<file path="src/rtl/uert_pkg.sv">
// Package for the ultrasonic echo range timer.
// Holds the beat types, status and register codes and the fixed-point constants.
// No dependencies.
`default_nettype none

package uert_pkg;

  localparam int WaitW = 20;
  localparam int RangeW = 16;
  localparam int DistW = 10;
  localparam int HalfW = 15;
  localparam int StatusW = 2;
  localparam int CfgIdxW = 2;
  localparam int CfgDataW = 20;
  localparam int ScaleW = 11;
  localparam int ProdW = HalfW + ScaleW;

  localparam logic [ScaleW-1:0] CM_PER_HALF_TICK_Q16 = 11'd1114;
  localparam logic [DistW-1:0] MAX_DISTANCE_CM = 10'd556;

  localparam logic [StatusW-1:0] STATUS_MEASURED = 2'd0;
  localparam logic [StatusW-1:0] STATUS_SENSOR_ERROR = 2'd1;
  localparam logic [StatusW-1:0] STATUS_NO_OBSTACLE = 2'd2;

  localparam logic [CfgIdxW-1:0] REG_WAIT_LIMIT = 2'd0;
  localparam logic [CfgIdxW-1:0] REG_RANGE_LIMIT = 2'd1;
  localparam logic [CfgIdxW-1:0] REG_NEAR_THRESHOLD = 2'd2;

  localparam logic [WaitW-1:0] WAIT_LIMIT_RESET = 20'd600000;
  localparam logic [RangeW-1:0] RANGE_LIMIT_RESET = 16'd60000;
  localparam logic [DistW-1:0] NEAR_THRESHOLD_RESET = 10'd50;

  typedef struct packed {
    logic cmd;
    logic echo_level;
  } in_beat_t;

  typedef struct packed {
    logic [StatusW-1:0] status;
    logic [HalfW-1:0] half_width;
    logic [DistW-1:0] distance_cm;
    logic obstacle;
  } out_beat_t;

  typedef struct packed {
    logic [StatusW-1:0] status;
    logic [HalfW-1:0] half_width;
  } raw_res_t;

endpackage

`default_nettype wire

</file>
<file path="src/rtl/uert_ctrl.sv">
// Measurement sequencer: phase and tick counters, updated once per accepted beat.
// Registers the raw status and half count of a finished measurement. Uses uert_pkg.
`default_nettype none

module uert_ctrl (
  input  wire logic                        clk,
  input  wire logic                        rst_n,
  input  wire logic                        in_take,
  input  wire uert_pkg::in_beat_t          in_beat,
  input  wire logic [uert_pkg::WaitW-1:0]  wait_limit,
  input  wire logic [uert_pkg::RangeW-1:0] range_limit,
  input  wire logic                        raw_take,
  output logic                             raw_valid,
  output uert_pkg::raw_res_t               raw_res
);
  import uert_pkg::*;

  localparam logic [1:0] PH_IDLE = 2'd0;
  localparam logic [1:0] PH_WAIT = 2'd1;
  localparam logic [1:0] PH_MEAS = 2'd2;

  logic [1:0] phase_r, phase_nxt;
  logic [WaitW-1:0] wait_count_r, wait_count_nxt, wait_inc;
  logic [RangeW-1:0] high_count_r, high_count_nxt;
  logic [RangeW:0] high_inc;
  logic res_vld;
  raw_res_t res;
  logic raw_valid_r, raw_valid_nxt;
  raw_res_t raw_res_r;

  assign wait_inc = wait_count_r + 1'b1;
  assign high_inc = {1'b0, high_count_r} + 1'b1;

  always_comb begin
    phase_nxt = phase_r;
    wait_count_nxt = wait_count_r;
    high_count_nxt = high_count_r;
    res_vld = 1'b0;
    res.status = STATUS_MEASURED;
    res.half_width = '0;
    if (in_take) begin
      if (in_beat.cmd) begin
        phase_nxt = PH_WAIT;
        wait_count_nxt = '0;
        high_count_nxt = '0;
      end else begin
        unique case (phase_r)
          PH_WAIT: begin
            if (in_beat.echo_level) begin
              phase_nxt = PH_MEAS;
              high_count_nxt = '0;
            end else begin
              wait_count_nxt = wait_inc;
              if (wait_inc >= wait_limit || wait_inc == '0) begin
                res_vld = 1'b1;
                res.status = STATUS_SENSOR_ERROR;
                phase_nxt = PH_IDLE;
              end
            end
          end
          PH_MEAS: begin
            if (in_beat.echo_level) begin
              if (high_inc > {1'b0, range_limit}) begin
                res_vld = 1'b1;
                res.status = STATUS_NO_OBSTACLE;
                phase_nxt = PH_IDLE;
              end else begin
                high_count_nxt = high_inc[RangeW-1:0];
              end
            end else begin
              res_vld = 1'b1;
              res.status = STATUS_MEASURED;
              res.half_width = high_count_r[RangeW-1:1];
              phase_nxt = PH_IDLE;
            end
          end
          default: begin
            phase_nxt = phase_r;
          end
        endcase
      end
    end
  end

  always_comb begin
    raw_valid_nxt = raw_valid_r;
    if (res_vld) begin
      raw_valid_nxt = 1'b1;
    end else if (raw_take) begin
      raw_valid_nxt = 1'b0;
    end
  end

  always_ff @(posedge clk) begin
    if (!rst_n) begin
      phase_r <= PH_IDLE;
      wait_count_r <= '0;
      high_count_r <= '0;
      raw_valid_r <= 1'b0;
    end else begin
      phase_r <= phase_nxt;
      wait_count_r <= wait_count_nxt;
      high_count_r <= high_count_nxt;
      raw_valid_r <= raw_valid_nxt;
    end
  end

  always_ff @(posedge clk) begin
    if (res_vld) begin
      raw_res_r <= res;
    end
  end

  assign raw_valid = raw_valid_r;
  assign raw_res = raw_res_r;

endmodule

`default_nettype wire

</file>
<file path="src/rtl/uert_scale.sv">
// Result stage: converts the half count to centimeters and sets the near flag.
// Holds the output register and its handshake. Uses uert_pkg.
`default_nettype none

module uert_scale (
  input  wire logic                       clk,
  input  wire logic                       rst_n,
  input  wire logic                       raw_valid,
  input  wire uert_pkg::raw_res_t         raw_res,
  input  wire logic [uert_pkg::DistW-1:0] near_threshold_cm,
  output logic                            raw_take,
  output logic                            out_valid,
  input  wire logic                       out_stall,
  output uert_pkg::out_beat_t             out_data
);
  import uert_pkg::*;

  logic out_valid_r;
  out_beat_t out_data_r;
  out_beat_t beat;
  logic [ProdW-1:0] prod;

  assign raw_take = raw_valid && (!out_valid_r || !out_stall);
  assign prod = ProdW'(raw_res.half_width) * ProdW'(CM_PER_HALF_TICK_Q16);

  always_comb begin
    beat.status = raw_res.status;
    beat.half_width = '0;
    beat.distance_cm = '0;
    beat.obstacle = 1'b0;
    if (raw_res.status == STATUS_MEASURED) begin
      beat.half_width = raw_res.half_width;
      beat.distance_cm = prod[ProdW-1:16];
      beat.obstacle = (prod[ProdW-1:16] < near_threshold_cm);
    end
  end

  always_ff @(posedge clk) begin
    if (!rst_n) begin
      out_valid_r <= 1'b0;
    end else if (raw_take) begin
      out_valid_r <= 1'b1;
    end else if (!out_stall) begin
      out_valid_r <= 1'b0;
    end
  end

  always_ff @(posedge clk) begin
    if (raw_take) begin
      out_data_r <= beat;
    end
  end

  assign out_valid = out_valid_r;
  assign out_data = out_data_r;

endmodule

`default_nettype wire

</file>
<file path="src/rtl/ultrasonic_echo_range_timer_unit.sv">
// Ultrasonic echo range timer, top level: configuration registers and the two stages.
// Depends on uert_pkg, uert_ctrl and uert_scale.
//
// One input beat is taken per clock unless in_stall is high: a start beat arms the timer, and each
// tick beat samples the echo line. A finished measurement passes through the sequencer result
// register and then the output register to the result channel, and the block keeps accepting
// beats while a result waits. The input stalls only while both result registers are full and
// the output is stalled. The centimeter multiply is registered; configuration writes are always ready.
`default_nettype none

module ultrasonic_echo_range_timer_unit (
  input  wire logic                          clk,
  input  wire logic                          rst_n,
  input  wire logic                          in_valid,
  output logic                               in_stall,
  input  wire uert_pkg::in_beat_t            in_data,
  output logic                               out_valid,
  input  wire logic                          out_stall,
  output uert_pkg::out_beat_t                out_data,
  input  wire logic                          cfg_valid,
  output logic                               cfg_ready,
  input  wire logic [uert_pkg::CfgIdxW-1:0]  cfg_index,
  input  wire logic [uert_pkg::CfgDataW-1:0] cfg_data
);
  import uert_pkg::*;

  logic [WaitW-1:0] wait_limit_r;
  logic [RangeW-1:0] range_limit_r;
  logic [DistW-1:0] near_threshold_r;
  logic in_take;
  logic raw_valid;
  logic raw_take;
  raw_res_t raw_res;

  assign cfg_ready = 1'b1;
  assign in_stall = raw_valid && !raw_take;
  assign in_take = in_valid && !in_stall;

  always_ff @(posedge clk) begin
    if (!rst_n) begin
      wait_limit_r <= WAIT_LIMIT_RESET;
      range_limit_r <= RANGE_LIMIT_RESET;
      near_threshold_r <= NEAR_THRESHOLD_RESET;
    end else if (cfg_valid && cfg_ready) begin
      unique case (cfg_index)
        REG_WAIT_LIMIT: wait_limit_r <= cfg_data[WaitW-1:0];
        REG_RANGE_LIMIT: range_limit_r <= cfg_data[RangeW-1:0];
        REG_NEAR_THRESHOLD: near_threshold_r <= cfg_data[DistW-1:0];
        default: begin
        end
      endcase
    end
  end

  uert_ctrl u_ctrl (
    .clk        (clk),
    .rst_n      (rst_n),
    .in_take    (in_take),
    .in_beat    (in_data),
    .wait_limit (wait_limit_r),
    .range_limit(range_limit_r),
    .raw_take   (raw_take),
    .raw_valid  (raw_valid),
    .raw_res    (raw_res)
  );

  uert_scale u_scale (
    .clk              (clk),
    .rst_n            (rst_n),
    .raw_valid        (raw_valid),
    .raw_res          (raw_res),
    .near_threshold_cm(near_threshold_r),
    .raw_take         (raw_take),
    .out_valid        (out_valid),
    .out_stall        (out_stall),
    .out_data         (out_data)
  );

endmodule

`default_nettype wire

</file>
<file path="config.mk">
export PLATFORM = sky130hd
export DESIGN_NAME = ultrasonic_echo_range_timer_unit
export DESIGN_NICKNAME = d
export VERILOG_FILES = /design/src/rtl/uert_pkg.sv /design/src/rtl/uert_ctrl.sv /design/src/rtl/uert_scale.sv /design/src/rtl/ultrasonic_echo_range_timer_unit.sv
export SDC_FILE = /design/constraint.sdc
export NUM_CORES = 1
export LEC_CHECK = 0
export BUFFER_PORTS_ARGS = -buffer_cell sky130_fd_sc_hd__buf_4
export CAP_MARGIN = 20
export CORE_MARGIN = 2
export CORE_UTILIZATION = 50
export CTS_CLUSTER_DIAMETER = 50
export DETAILED_ROUTE_END_ITERATION = 10
export PLACE_DENSITY = 0.73
export SLEW_MARGIN = 0
export SYNTH_ARGS = -nofsm -noshare
export SYNTH_HDL_FRONTEND = slang
export SYNTH_SLANG_ARGS = --single-unit
</file>
<file path="constraint.sdc">
create_clock -name clk -period 14.6 [get_ports clk]
set_clock_uncertainty 0.2 [all_clocks]
set_input_delay 0.73 -clock clk [delete_from_list [all_inputs] [get_ports clk]]
set_output_delay 0.73 -clock clk [all_outputs]
set_load 0.01 [all_outputs]
</file>
==> out/metrics.cfg <==
[detailed_routing]
vias_per_cell=5.50
via_count=7170
dr.first_iter.drc_count=483
drt-pass1-iter-count=5
drc=0
wirelength_um=20500
wl_per_cell_um=15.7
antenna_left=0

[clock_network]
tritoncts=built
htreeDepth=4
numCtsBuffers=17
insertion_delay_ps=430
clkSlewWorstSetupHoldPaths_ps=60
clock-root-buffer=clkbuf_16
postCtsSetupBuffers=0
clk_path_buf_depth=2
hold_buffers=0
clock-sinks=131
post_cts_resized=0

[logic_synthesis]
yosysSeqAreaShare_pct=33.0
yosys_warnings=0
synth_edf_count=45
synthTopCellsByArea=dfxtp_1 19%, ha_1 18%, edfxtp_1 15%
ys_async_sr_fraction_pct=0
syn_nets=1208
syn_avg_cell_area_sq_um=9.14
synth_flop_cell=dfxtp_1
synthesis.area_sq_um=9300
synth_top_area_cell=dfxtp_1
synth.most_common_cell=ha_1
syn_inst=1018
yosys.area.top_type_share_pct=18.5
synth_common_cells=131 x ha_1, 127 x nand2_1, 109 x inv_1
synth-seq-cells=131
synth_cell_types=69

[timing]
finalSetupTns_ps=0
relSlewSlack_pct=34.0
drv_slew=0
max_freq_mhz=169
worstMarginPinSlew_ps=987
fin_crit_sh_pct=40.4
setup_viol=0
rsz0062_at_grt=false
hold_violations=0
layout_min_cycle_time_ps=5900

[worst_setup_path]
critPathArrivalTime_ps=5970
critPathKind=reg -> reg
crit_end=u_scale.out_data[0]
cp.required_ps=14670
r2r_start=u_ctrl.raw_res[8]
startpoint=u_ctrl.raw_res[8]
rrSetupSlack_ps=8700
start_kind=flip-flop
reg2reg_to=u_scale.out_data[0]
ff2ff_path_depth=21
crit_fanout=5
cp-end-kind=flip-flop

[finish]
drive_above_1_share_pct=11.6
nets=1251
syn_to_final_growth_pct=12.5
fill_cells=1549
diodes=0

[die]
die_x_um=140
rows=49
die_y_um=140
start_util_pct=51.4
coreArea_sq_um=18100
die_area_sq_um=19700
io_pins=60

[global_routing]
grt_max_degree=54
grt_overflow=0
antenna_found_initial=0
grtUsageTotal_pct=21.4
grt_pass1_wl_um=33600
grt_pass1_vias=6752

[pwr]
p_leak_nw=4.59
peakVddDrop_uv=88.0
total_power_mw=0.846
p_per_area_nw_per_um2=80.8

[placement]
hpwl_um=15500
place.port_buffers=58
place.gp.congestion=0.855

[worst_hold_path]
hold_class=reg -> reg

[job]
drv_cap=0

[outcome]
status=finished clean

area by class of cell:
class | count | area, sq um | area share [%]
timing repair buffer | 65 | 485 | 4.64
sequential | 131 | 3070 | 29.4
tap | 229 | 287 | 2.74
multi-input combinational | 736 | 5640 | 53.9
clock buffer | 18 | 429 | 4.10
inverter | 110 | 413 | 3.95
clock inverter | 14 | 139 | 1.33
flip-flops by register name, summed over array words and instances (netlist names):
signal               count
u_scale.out_data        28
u_ctrl.wait_count_r     20
wait_limit_r            20
u_ctrl.raw_res          17
range_limit_r           16
u_ctrl.high_count_r     16
near_threshold_r        10
u_ctrl.phase_r           2
u_ctrl.raw_valid         1
u_scale.out_valid        1
worst max-delay path: stages (launching register included):
cell	delay, ps
edfxtp_1	470
ha_1	340
ha_1	310
fa_1	460
fa_1	540
inv_1	50
fa_1	490
inv_1	40
ha_1	320
a21o_1	190
a21o_1	180
a211o_1	320
o21ai_0	420
xnor2_1	200
ha_1	270
a21o_1	160
a21o_1	170
a21oi_1	130
nor2b_1	50
o21ai_0	140
a21oi_1	90
nor3_1	190
worst min path at each step:
stage | startpoint | end | slack [ps] | depth (start not counted)
after floorplan | near_threshold_r[0] | near_threshold_r[0] | 240 | 2
after global placement | wait_limit_r[2] | wait_limit_r[2] | 240 | 2
after detailed placement | near_threshold_r[2] | near_threshold_r[2] | 250 | 2
after CTS | near_threshold_r[2] | near_threshold_r[2] | 250 | 2
after global routing | near_threshold_r[2] | near_threshold_r[2] | 270 | 2
final | near_threshold_r[2] | near_threshold_r[2] | 250 | 2
cell usage in the layout (no fill, tap or decap), types with 13 or more instances in the layout:
master and count:
clkbuf_16 17, dfxtp_1 86, o211ai_1 22, inv_1 109, nor3_1 16, and2_1 35
buf_4 64, nand2_1 127, edfxtp_1 45, fa_1 30, ha_1 131, xor2_1 14
nand3_1 25, nor2_1 52, xnor2_1 24, a21o_1 13, nand4_1 13, a21oi_1 65
o21ai_0 26
stage by stage:
stage	utilization, %	hold WS [ps]	setup slack (ps)	instance area (sq um)	std cells
after CTS	57.9	254	8690	10500	1303
final	57.9	252	8700	10500	1303
after floorplan	-	236	9090	9300	1018
after global placement	54.7	244	8800	9890	1270
after detailed placement	54.7	247	8720	9900	1271
after global routing	57.9	271	8380	10500	1303
report_power, final:
part	leakage (nW)	internal [mW]	switching [mW]
combinational	3.21	0.0183	0.0296
clock	0.267	0.250	0.166
sequential	1.11	0.380	0.00228
total	4.59	0.648	0.198
logic make-up (layout without fill, tap and decap cells):
logic type                 count (synthesis)  count (layout)  share of synthesized area (%)
xor gates and xnor gates                  38              38                           3.58
muxes                                      2               2                          0.215
other                                      1               1                         0.0403
adders and majority gates                161             161                           24.1
buffers and inverters                    151             207                           6.52
and+or+nand+nor                          330             330                           17.9
DFF                                      131             131                           33.0
AOI/OAI and AO/OA                        204             204                           14.6
per-layer routing:
metal  track usage, %  routed length [um]
met5                0                   0
met4             7.07                 375
met3             4.00                 769
met2             34.4                9560
met1             29.2                9790
No activity file was read; power rests on OpenSTA's default activity.
